[config.mk]
export PLATFORM = sky130hd
export DESIGN_NAME = lut_interp_1d_modes_unit
export DESIGN_NICKNAME = d
export VERILOG_FILES = /design/src/sv/lutip_pkg.sv /design/src/sv/lutip_div.sv /design/src/sv/lut_interp_1d_modes_unit.sv
export SDC_FILE = /design/constraint.sdc
export NUM_CORES = 2
export LEC_CHECK = 0
export BUFFER_PORTS_ARGS = -buffer_cell sky130_fd_sc_hd__buf_4
export CORE_MARGIN = 2
export CORE_UTILIZATION = 40
export CTS_CLUSTER_SIZE = 25
export DETAILED_ROUTE_END_ITERATION = 8
export PLACE_DENSITY = 0.52
export SKIP_CTS_REPAIR_TIMING = 1
export SLEW_MARGIN = 20
export SYNTH_ARGS = -nofsm -noshare
export SYNTH_HDL_FRONTEND = slang
export SYNTH_HIERARCHICAL = 1
export SYNTH_SLANG_ARGS = --single-unit
[constraint.sdc]
create_clock -name clk_i -period 13.8 [get_ports clk_i]
set_clock_uncertainty 0.05 [all_clocks]
set_input_delay 4.14 -clock clk_i [delete_from_list [all_inputs] [get_ports clk_i]]
set_output_delay 4.14 -clock clk_i [all_outputs]
set_load 0.01 [all_outputs]
[src/sv/lutip_pkg.sv]
package lutip_pkg;

  // Input item: breakpoint write or interpolation query.
  typedef struct packed {
    logic               kind;
    logic [5:0]         point_index;
    logic signed [15:0] point_x;
    logic signed [15:0] point_y;
    logic signed [15:0] query_x;
  } in_t;

  // Result item of a query.
  typedef struct packed {
    logic signed [15:0] mapped_value;
    logic               zero_span;
  } out_t;

  // Item kinds.
  localparam logic KIND_WRITE = 1'b0;
  localparam logic KIND_QUERY = 1'b1;

  // Configuration register indexes and write data width.
  localparam int unsigned CFG_DATA_W      = 7;
  localparam logic        REG_POINT_COUNT = 1'b0;
  localparam logic        REG_LUT_MODE    = 1'b1;

  // Fewest breakpoints that form a segment.
  localparam int unsigned MIN_COUNT = 2;

  // Edge handling modes.
  typedef enum logic [1:0] {
    MODE_EXTRAP     = 2'd0,
    MODE_EXTRAP_POS = 2'd1,
    MODE_LIMIT      = 2'd2,
    MODE_CALIB      = 2'd3
  } lut_mode_e;

  // Divider operand widths: product magnitude and segment span magnitude.
  localparam int unsigned DVD_W = 32;
  localparam int unsigned DVS_W = 16;

  // Query sequencer states.
  typedef enum logic [3:0] {
    S_IDLE,
    S_LAST,
    S_FIRST,
    S_TOP,
    S_SCAN,
    S_MUL,
    S_DIVST,
    S_DIV,
    S_FIN
  } state_e;

endpackage

[src/sv/lutip_div.sv]
module lutip_div (
  input  logic                          clk_i,
  input  logic                          rst_ni,
  input  logic                          start_i,
  input  logic [lutip_pkg::DVD_W-1:0]   dividend_i,
  input  logic [lutip_pkg::DVS_W-1:0]   divisor_i,
  output logic                          done_o,
  output logic [lutip_pkg::DVD_W-1:0]   quotient_o
);

  localparam int unsigned CNT_W = $clog2(lutip_pkg::DVD_W);

  logic                        busy_q, busy_d;
  logic                        done_q, done_d;
  logic [CNT_W-1:0]            cnt_q, cnt_d;
  logic [lutip_pkg::DVS_W-1:0] rem_q, rem_d;
  logic [lutip_pkg::DVS_W-1:0] dvs_q, dvs_d;
  logic [lutip_pkg::DVD_W-1:0] quo_q, quo_d;
  logic [lutip_pkg::DVS_W:0]   shifted;
  logic [lutip_pkg::DVS_W:0]   diff;
  logic                        ge;

  // One restoring step: bring down the next dividend bit and try a subtract.
  always_comb begin
    shifted = {rem_q, quo_q[lutip_pkg::DVD_W-1]};
    diff    = shifted - {1'b0, dvs_q};
    ge      = shifted >= {1'b0, dvs_q};
  end

  // Step control and datapath.
  always_comb begin
    busy_d = busy_q;
    done_d = 1'b0;
    cnt_d  = cnt_q;
    rem_d  = rem_q;
    dvs_d  = dvs_q;
    quo_d  = quo_q;
    if (start_i) begin
      busy_d = 1'b1;
      cnt_d  = '0;
      rem_d  = '0;
      dvs_d  = divisor_i;
      quo_d  = dividend_i;
    end else if (busy_q) begin
      rem_d = ge ? diff[lutip_pkg::DVS_W-1:0] : shifted[lutip_pkg::DVS_W-1:0];
      quo_d = {quo_q[lutip_pkg::DVD_W-2:0], ge};
      cnt_d = cnt_q + CNT_W'(1);
      if (cnt_q == CNT_W'(lutip_pkg::DVD_W - 1)) begin
        busy_d = 1'b0;
        done_d = 1'b1;
      end
    end
  end

  // Control state.
  always_ff @(posedge clk_i or negedge rst_ni) begin
    if (!rst_ni) begin
      busy_q <= 1'b0;
      done_q <= 1'b0;
      cnt_q  <= '0;
    end else begin
      busy_q <= busy_d;
      done_q <= done_d;
      cnt_q  <= cnt_d;
    end
  end

  // Operand and partial result registers.
  always_ff @(posedge clk_i) begin
    rem_q <= rem_d;
    dvs_q <= dvs_d;
    quo_q <= quo_d;
  end

  assign done_o     = done_q;
  assign quotient_o = quo_q;

endmodule

[src/sv/lut_interp_1d_modes_unit.sv]
// Piecewise-linear 1-D lookup table. Write items store one (x, y) breakpoint
// in a breakpoint memory with one write and one read port and give no result.
// A query item gives one result: the table value at query_x, saturated to 16
// bits and adjusted by lut_mode. A query reads the last and first breakpoints,
// then either the next-to-last one (query above the table) or walks the memory
// one entry per cycle until the segment is found, multiplies once and runs a
// bit-serial divide. The breakpoint search and the divider set the time a
// query takes, and direct results (too few points, limit clamps, calibration
// offset, zero-width segment) skip the divider. A finished result waits in an
// output register, so write items are taken while it waits. Breakpoints must
// be written before a query reads them.
module lut_interp_1d_modes_unit #(
  parameter int unsigned MAX_POINTS = 64
) (
  input  logic                                clk_i,
  input  logic                                rst_ni,
  input  logic                                in_valid_i,
  output logic                                in_ready_o,
  input  lutip_pkg::in_t                      in_data_i,
  output logic                                out_valid_o,
  input  logic                                out_ready_i,
  output lutip_pkg::out_t                     out_data_o,
  input  logic                                cfg_we_i,
  input  logic                                cfg_index_i,
  input  logic [lutip_pkg::CFG_DATA_W-1:0]    cfg_wdata_i
);

  localparam int unsigned AW = $clog2(MAX_POINTS);

  // Configuration registers.
  logic [6:0]           point_count_q;
  lutip_pkg::lut_mode_e lut_mode_q;

  // Breakpoint memory: {x, y} per entry, one write and one registered read.
  logic [31:0]   mem_q [MAX_POINTS];
  logic [31:0]   rdata_q;
  logic [AW-1:0] raddr;
  logic [AW-1:0] waddr;
  logic          mem_we;

  // Sequencer and datapath registers.
  lutip_pkg::state_e  state_q, state_d;
  logic signed [15:0] q_q, q_d;
  logic [AW-1:0]      nm1_q, nm1_d;
  logic [AW-1:0]      idx_q, idx_d;
  logic signed [15:0] last_x_q, last_x_d, last_y_q, last_y_d;
  logic signed [15:0] first_x_q, first_x_d, first_y_q, first_y_d;
  logic signed [15:0] prev_x_q, prev_x_d, prev_y_q, prev_y_d;
  logic signed [15:0] ay_q, ay_d;
  logic signed [16:0] dx_q, dx_d, span_q, span_d, dy_q, dy_d;
  logic signed [33:0] prod_q, prod_d;
  logic signed [34:0] res_q, res_d;
  logic               zspan_q, zspan_d;
  logic               out_valid_q, out_valid_d;
  lutip_pkg::out_t    out_q, out_d;

  // Decision signals.
  logic               in_fire, is_query, out_free;
  logic [31:0]        cnt_ext, n_eff, widx;
  logic               n_ok, widx_ok;
  logic signed [15:0] rd_x, rd_y;
  logic               above, scan_hit, below, seg_state, direct, span_zero;
  logic signed [15:0] lo_x, lo_y, hi_x, hi_y, ax, ay;
  logic signed [34:0] direct_res;
  logic signed [15:0] sat_val, fin_val;

  // Divider link.
  logic                          div_start, div_done, q_neg;
  logic [33:0]                   prod_mag;
  logic [16:0]                   span_mag;
  logic [lutip_pkg::DVD_W-1:0]   div_quo;
  logic signed [34:0]            quo_signed;

  assign in_ready_o  = (state_q == lutip_pkg::S_IDLE);
  assign in_fire     = in_valid_i && in_ready_o;
  assign is_query    = (in_data_i.kind == lutip_pkg::KIND_QUERY);
  assign out_free    = !out_valid_q || out_ready_i;
  assign out_valid_o = out_valid_q;
  assign out_data_o  = out_q;

  // Configuration writes.
  always_ff @(posedge clk_i or negedge rst_ni) begin
    if (!rst_ni) begin
      point_count_q <= '0;
      lut_mode_q    <= lutip_pkg::MODE_EXTRAP;
    end else if (cfg_we_i) begin
      case (cfg_index_i)
        lutip_pkg::REG_POINT_COUNT: point_count_q <= cfg_wdata_i[6:0];
        lutip_pkg::REG_LUT_MODE:    lut_mode_q <= lutip_pkg::lut_mode_e'(cfg_wdata_i[1:0]);
        default: ;
      endcase
    end
  end

  // Points in use, limited to the memory depth, and the write address check.
  always_comb begin
    cnt_ext = 32'(point_count_q);
    n_eff   = (cnt_ext > 32'(MAX_POINTS)) ? 32'(MAX_POINTS) : cnt_ext;
    n_ok    = n_eff >= 32'(lutip_pkg::MIN_COUNT);
    widx    = 32'(in_data_i.point_index);
    widx_ok = widx < 32'(MAX_POINTS);
    waddr   = widx[AW-1:0];
    mem_we  = in_fire && !is_query && widx_ok;
  end

  // Breakpoint memory.
  always_ff @(posedge clk_i) begin
    if (mem_we) begin
      mem_q[waddr] <= {in_data_i.point_x, in_data_i.point_y};
    end
    rdata_q <= mem_q[raddr];
  end

  assign rd_x = signed'(rdata_q[31:16]);
  assign rd_y = signed'(rdata_q[15:0]);

  // Read address: last point, first point, then next-to-last or the search walk.
  always_comb begin
    case (state_q)
      lutip_pkg::S_IDLE:  raddr = n_eff[AW-1:0] - AW'(1);
      lutip_pkg::S_LAST:  raddr = '0;
      lutip_pkg::S_FIRST: raddr = (q_q > last_x_q) ? (nm1_q - AW'(1)) : AW'(1);
      lutip_pkg::S_SCAN:  raddr = idx_q + AW'(1);
      default:            raddr = '0;
    endcase
  end

  // Segment choice and direct results.
  always_comb begin
    above     = q_q > last_x_q;
    scan_hit  = q_q <= rd_x;
    below     = q_q < first_x_q;
    seg_state = (state_q == lutip_pkg::S_TOP);
    if (seg_state) begin
      lo_x = rd_x;
      lo_y = rd_y;
      hi_x = last_x_q;
      hi_y = last_y_q;
      ax   = last_x_q;
      ay   = last_y_q;
    end else begin
      lo_x = prev_x_q;
      lo_y = prev_y_q;
      hi_x = rd_x;
      hi_y = rd_y;
      ax   = below ? first_x_q : rd_x;
      ay   = below ? first_y_q : rd_y;
    end
    direct     = 1'b0;
    direct_res = '0;
    if (seg_state && lut_mode_q == lutip_pkg::MODE_CALIB) begin
      direct     = 1'b1;
      direct_res = 35'(q_q) - (35'(lo_x) - 35'(lo_y));
    end else if (lut_mode_q == lutip_pkg::MODE_LIMIT && below) begin
      direct     = 1'b1;
      direct_res = 35'(first_y_q);
    end else if (lut_mode_q == lutip_pkg::MODE_LIMIT && seg_state) begin
      direct     = 1'b1;
      direct_res = 35'(last_y_q);
    end
    span_zero = (span_q == '0);
  end

  // Divider operands: magnitudes in, sign applied afterwards.
  always_comb begin
    prod_mag   = prod_q[33] ? 34'(-prod_q) : 34'(prod_q);
    span_mag   = span_q[16] ? 17'(-span_q) : 17'(span_q);
    q_neg      = prod_q[33] ^ span_q[16];
    quo_signed = q_neg ? -35'(div_quo) : 35'(div_quo);
    div_start  = (state_q == lutip_pkg::S_DIVST);
  end

  lutip_div u_div (
    .clk_i      (clk_i),
    .rst_ni     (rst_ni),
    .start_i    (div_start),
    .dividend_i (prod_mag[lutip_pkg::DVD_W-1:0]),
    .divisor_i  (span_mag[lutip_pkg::DVS_W-1:0]),
    .done_o     (div_done),
    .quotient_o (div_quo)
  );

  // Saturation and the nonnegative modes.
  always_comb begin
    if (res_q > 35'sd32767) begin
      sat_val = 16'sh7FFF;
    end else if (res_q < -35'sd32768) begin
      sat_val = 16'sh8000;
    end else begin
      sat_val = res_q[15:0];
    end
    if ((lut_mode_q == lutip_pkg::MODE_EXTRAP_POS || lut_mode_q == lutip_pkg::MODE_CALIB)
        && sat_val[15]) begin
      fin_val = '0;
    end else begin
      fin_val = sat_val;
    end
  end

  // Next state.
  always_comb begin
    state_d = state_q;
    case (state_q)
      lutip_pkg::S_IDLE: begin
        if (in_fire && is_query) begin
          state_d = n_ok ? lutip_pkg::S_LAST : lutip_pkg::S_FIN;
        end
      end
      lutip_pkg::S_LAST:  state_d = lutip_pkg::S_FIRST;
      lutip_pkg::S_FIRST: state_d = above ? lutip_pkg::S_TOP : lutip_pkg::S_SCAN;
      lutip_pkg::S_TOP:   state_d = direct ? lutip_pkg::S_FIN : lutip_pkg::S_MUL;
      lutip_pkg::S_SCAN: begin
        if (scan_hit) begin
          state_d = direct ? lutip_pkg::S_FIN : lutip_pkg::S_MUL;
        end
      end
      lutip_pkg::S_MUL:   state_d = span_zero ? lutip_pkg::S_FIN : lutip_pkg::S_DIVST;
      lutip_pkg::S_DIVST: state_d = lutip_pkg::S_DIV;
      lutip_pkg::S_DIV: begin
        if (div_done) begin
          state_d = lutip_pkg::S_FIN;
        end
      end
      lutip_pkg::S_FIN: begin
        if (out_free) begin
          state_d = lutip_pkg::S_IDLE;
        end
      end
      default: state_d = lutip_pkg::S_IDLE;
    endcase
  end

  // Datapath updates per state.
  always_comb begin
    q_d         = q_q;
    nm1_d       = nm1_q;
    idx_d       = idx_q;
    last_x_d    = last_x_q;
    last_y_d    = last_y_q;
    first_x_d   = first_x_q;
    first_y_d   = first_y_q;
    prev_x_d    = prev_x_q;
    prev_y_d    = prev_y_q;
    ay_d        = ay_q;
    dx_d        = dx_q;
    span_d      = span_q;
    dy_d        = dy_q;
    prod_d      = prod_q;
    res_d       = res_q;
    zspan_d     = zspan_q;
    out_d       = out_q;
    out_valid_d = out_valid_q && !out_ready_i;
    case (state_q)
      lutip_pkg::S_IDLE: begin
        if (in_fire && is_query) begin
          q_d     = in_data_i.query_x;
          nm1_d   = n_eff[AW-1:0] - AW'(1);
          res_d   = '0;
          zspan_d = 1'b0;
        end
      end
      lutip_pkg::S_LAST: begin
        last_x_d = rd_x;
        last_y_d = rd_y;
      end
      lutip_pkg::S_FIRST: begin
        first_x_d = rd_x;
        first_y_d = rd_y;
        prev_x_d  = rd_x;
        prev_y_d  = rd_y;
        idx_d     = AW'(1);
      end
      lutip_pkg::S_TOP, lutip_pkg::S_SCAN: begin
        if (seg_state || scan_hit) begin
          if (direct) begin
            res_d = direct_res;
          end else begin
            ay_d   = ay;
            dx_d   = 17'(ax) - 17'(q_q);
            span_d = 17'(hi_x) - 17'(lo_x);
            dy_d   = 17'(hi_y) - 17'(lo_y);
          end
        end else begin
          prev_x_d = rd_x;
          prev_y_d = rd_y;
          idx_d    = idx_q + AW'(1);
        end
      end
      lutip_pkg::S_MUL: begin
        if (span_zero) begin
          res_d   = 35'(ay_q);
          zspan_d = 1'b1;
        end else begin
          prod_d = dy_q * dx_q;
        end
      end
      lutip_pkg::S_DIV: begin
        if (div_done) begin
          res_d = 35'(ay_q) - quo_signed;
        end
      end
      lutip_pkg::S_FIN: begin
        if (out_free) begin
          out_d.mapped_value = fin_val;
          out_d.zero_span    = zspan_q;
          out_valid_d        = 1'b1;
        end
      end
      default: ;
    endcase
  end

  // Control state.
  always_ff @(posedge clk_i or negedge rst_ni) begin
    if (!rst_ni) begin
      state_q     <= lutip_pkg::S_IDLE;
      out_valid_q <= 1'b0;
    end else begin
      state_q     <= state_d;
      out_valid_q <= out_valid_d;
    end
  end

  // Payload registers.
  always_ff @(posedge clk_i) begin
    q_q       <= q_d;
    nm1_q     <= nm1_d;
    idx_q     <= idx_d;
    last_x_q  <= last_x_d;
    last_y_q  <= last_y_d;
    first_x_q <= first_x_d;
    first_y_q <= first_y_d;
    prev_x_q  <= prev_x_d;
    prev_y_q  <= prev_y_d;
    ay_q      <= ay_d;
    dx_q      <= dx_d;
    span_q    <= span_d;
    dy_q      <= dy_d;
    prod_q    <= prod_d;
    res_q     <= res_d;
    zspan_q   <= zspan_d;
    out_q     <= out_d;
  end

endmodule

==> results.py <==
metrics = {
    "route": {
        "vias": 69814,
        "drtPass1Iterations": 6,
        "routedWlPerCell_um": 28.89,
        "antenna_left": 0,
        "routed_wl_um": 356500,
        "route.detailed.drc": 0,
        "viasPerCell": 5.658,
        "drt-initial-drc-count": 7350,
    },
    "yosys": {
        "synth-main-ff-cell": "edfxtp_1",
        "yosysWarnings": 6,
        "yosys-top-cells-area": "edfxtp_1 (63%), mux2i_1 (7.0%), fa_1 (5.6%), nand2_1 (3.5%), ha_1 (2.8%)",
        "synth-seq-cells": 2442,
        "synth_area_sq_um": 113900,
        "synth_area_per_cell_sq_um": 13.88,
        "syn_nets": 8851,
        "synth_edf_count": 2373,
        "ys_seq_area_share_pct": 63.86,
        "yosysTopAreaCell": "edfxtp_1",
        "synthCells": 8209,
        "synth.top_cell.area_share_pct": 62.55,
        "synth_async_sr_flop_share_pct": 0.8600,
        "synth_cell_types": 107,
    },
    "clock_tree": {
        "h-tree-depth": 5,
        "cts_tree": "done",
        "clk_latency_ps": 870,
        "clock-root-buffer": "clkbuf_16",
        "cts_buffers": 271,
        "clkTransAtPathRegs_ps": 60,
        "cts_buffer_depth": 4,
        "cts_num_sinks": 2442,
    },
    "worst_setup_path": {
        "cp_max_fo": 17,
        "crit_required_ps": 14300,
        "crit_path_frequent_cell": "fa_1",
        "end_kind": "flip-flop",
        "max_stage_delay_ps": 800,
        "path_class": "flip-flop to flip-flop",
        "crit_chain": "nand2_1 -> inv_1 -> fa_1 -> inv_1 -> fa_1 -> fa_1 -> inv_1 -> fa_1 -> fa_1 -> inv_1 -> fa_1 -> inv_1 -> ha_1 -> a21o_1 -> a21o_1 -> a21oi_1 -> o211ai_1 -> a221o_1 -> a211oi_1 -> nor2_1 -> o41ai_1 -> o211ai_1 -> xnor2_1",
        "cp_slowest_cell": "edfxtp_1",
        "cp.arrival_ps": 7730,
        "rrSetupSlack_ps": 6570,
        "crit_path_start_kind": "flip-flop",
    },
    "sta": {
        "worst_slew_pin_slew_ps": 1294,
        "fin_crit_ps": 7231,
        "hold_viol": 0,
        "timing.setup.tns_ps": 0,
        "relSlewSlack_pct": 12.79,
        "fin_crit_sh_pct": 52.40,
        "rsz0062_at_grt": "false",
        "fmax_ghz": 0.1383,
        "holdWs_ps": 374.4,
        "setup_viol": 0,
        "maxSlewViolCount": 0,
    },
    "floorplanning": {
        "ios": 87,
        "fp-row-count": 195,
        "dieArea_sq_um": 289100,
        "die_h_um": 537.7,
        "core_sq_um": 282800,
        "start_util_pct": 40.28,
        "chipWidth_um": 537.7,
    },
    "finish": {
        "fillCellCount": 25009,
        "final_cell_mix": "edfxtp_1 (2373), nand2_1 (1066), mux2i_1 (793)",
        "nets": 9029,
        "final_common_cell": "edfxtp_1",
        "area_delta_synth_final_pct": 12.88,
        "drive_gt1_share_pct": 9.734,
    },
    "global_route": {
        "grt_pass1_vias": 68563,
        "grt-ovfl-total": 0,
        "grt_first_pass_wirelength_um": 507000,
        "grt_usage_pct": 24.40,
        "grt_max_degree": 107,
        "antenna_found_initial": 40,
    },
    "placement": {
        "place_congestion": 0.8765,
        "io_buffers": 86,
        "dp_hpwl_um": 225200,
    },
    "worst_hold_path": {
        "hold_path.class": "flip-flop to flip-flop",
    },
    "status": {
        "status": "finished, final reports clean",
    },
    "job": {
        "maxCapViolations": 0,
    },
}
-- area by class of cell --
class	instances	area (sq um)	share of cell area, %
tap	3743	4683	3.642
antenna	19	47.55	0.03698
inverter	493	1851	1.439
clock buffer	354	7325	5.696
sequential	2442	72740	56.57
multi-input combinational	4901	38490	29.94
clock inverter	110	1001	0.7784
timing repair buffer	278	2442	1.899
-- stage by stage --
step / std cells / setup slack (ps) / instance area (sq um) / utilization (%)
global placement: 11842 / 6257 / 119800 / 42.36
finish: 12340 / 6569 / 128600 / 45.47
floorplan: 8209 / 4463 / 113900 / -
CTS: 12317 / 6512 / 128400 / 45.41
global route: 12333 / 6200 / 128600 / 45.47
detailed placement: 11853 / 6268 / 120100 / 42.47
-- cell usage after synthesis (28+ instances only) --
master / count
dfxtp_1: 48
xor2_1: 64
o41ai_1: 55
or4_1: 33
a21o_1: 65
nand2_1: 1068
nor4_1: 28
o22a_1: 28
o32ai_1: 43
inv_1: 492
nor2_1: 289
nand3_1: 160
and3_1: 38
mux2i_1: 793
o31ai_1: 30
mux2_2: 42
a211oi_1: 29
buf_2: 165
nand2b_1: 34
nor3_1: 57
clkbuf_1: 144
ha_1: 257
o22ai_1: 201
edfxtp_1: 2373
o21ai_0: 199
a21oi_1: 279
buf_1: 31
o221ai_1: 35
and2_1: 158
fa_1: 317
o2111ai_1: 41
nor2b_1: 32
xnor2_1: 130
-- critical path, delay by kind of cell, from the launching register on --
family / cells / cell delay, ps
buf+inv: 5 / 420
flops: 1 / 800
compound gates: 8 / 1970
simple gates: 2 / 320
fa+ha+maj: 7 / 3230
xor+xnor: 1 / 140
-- routing by layer --
metal  global-route usage, %  vias up  part of all wire [%]
met5                       0        -                 0.053
met4                   8.853       28                   3.9
met3                   4.157      514                   7.4
met2                   39.03     2566                    46
met1                   33.46    35871                    42
li1                        -    30835                     -
-- sequential cells by signal (all words and copies together) (netlist names), 17 cells and up --
register	count
mem_q	2048
res_q	35
prod_q	33
rdata_q	32
u_div/quotient_o	32
dx_q	17
dy_q	17
out_data_o	17
span_q	17
-- kinds of logic after synthesis --
| family | count (synthesis) | synth area share, % |
|---|---|---|
| flip-flops | 2442 | 63.86 |
| AND/OR/NAND/NOR | 2021 | 8.050 |
| AO/OA/AOI/OAI | 1277 | 7.664 |
| buffers and inverters | 866 | 3.158 |
| multiplexers | 835 | 7.383 |
| adder cells (fa/ha/maj) | 574 | 8.394 |
| XOR/XNOR | 194 | 1.492 |
-- final timing paths --
check,start,end,cells after the start
setup / recovery,dx_q[2],prod_q[33],23
hold / removal,zspan_q,out_data_o[0],0
setup reg to reg,dx_q[2],prod_q[33],23
hold reg to reg,zspan_q,out_data_o[0],0
max in group asynchronous,rst_ni,u_div/busy_q,1
min in group asynchronous,rst_ni,lut_mode_q[0],1
Power is left out: the tool's default activity adds up to more than one toggle a clock period on the data nets, which glitch-free logic cannot reach.
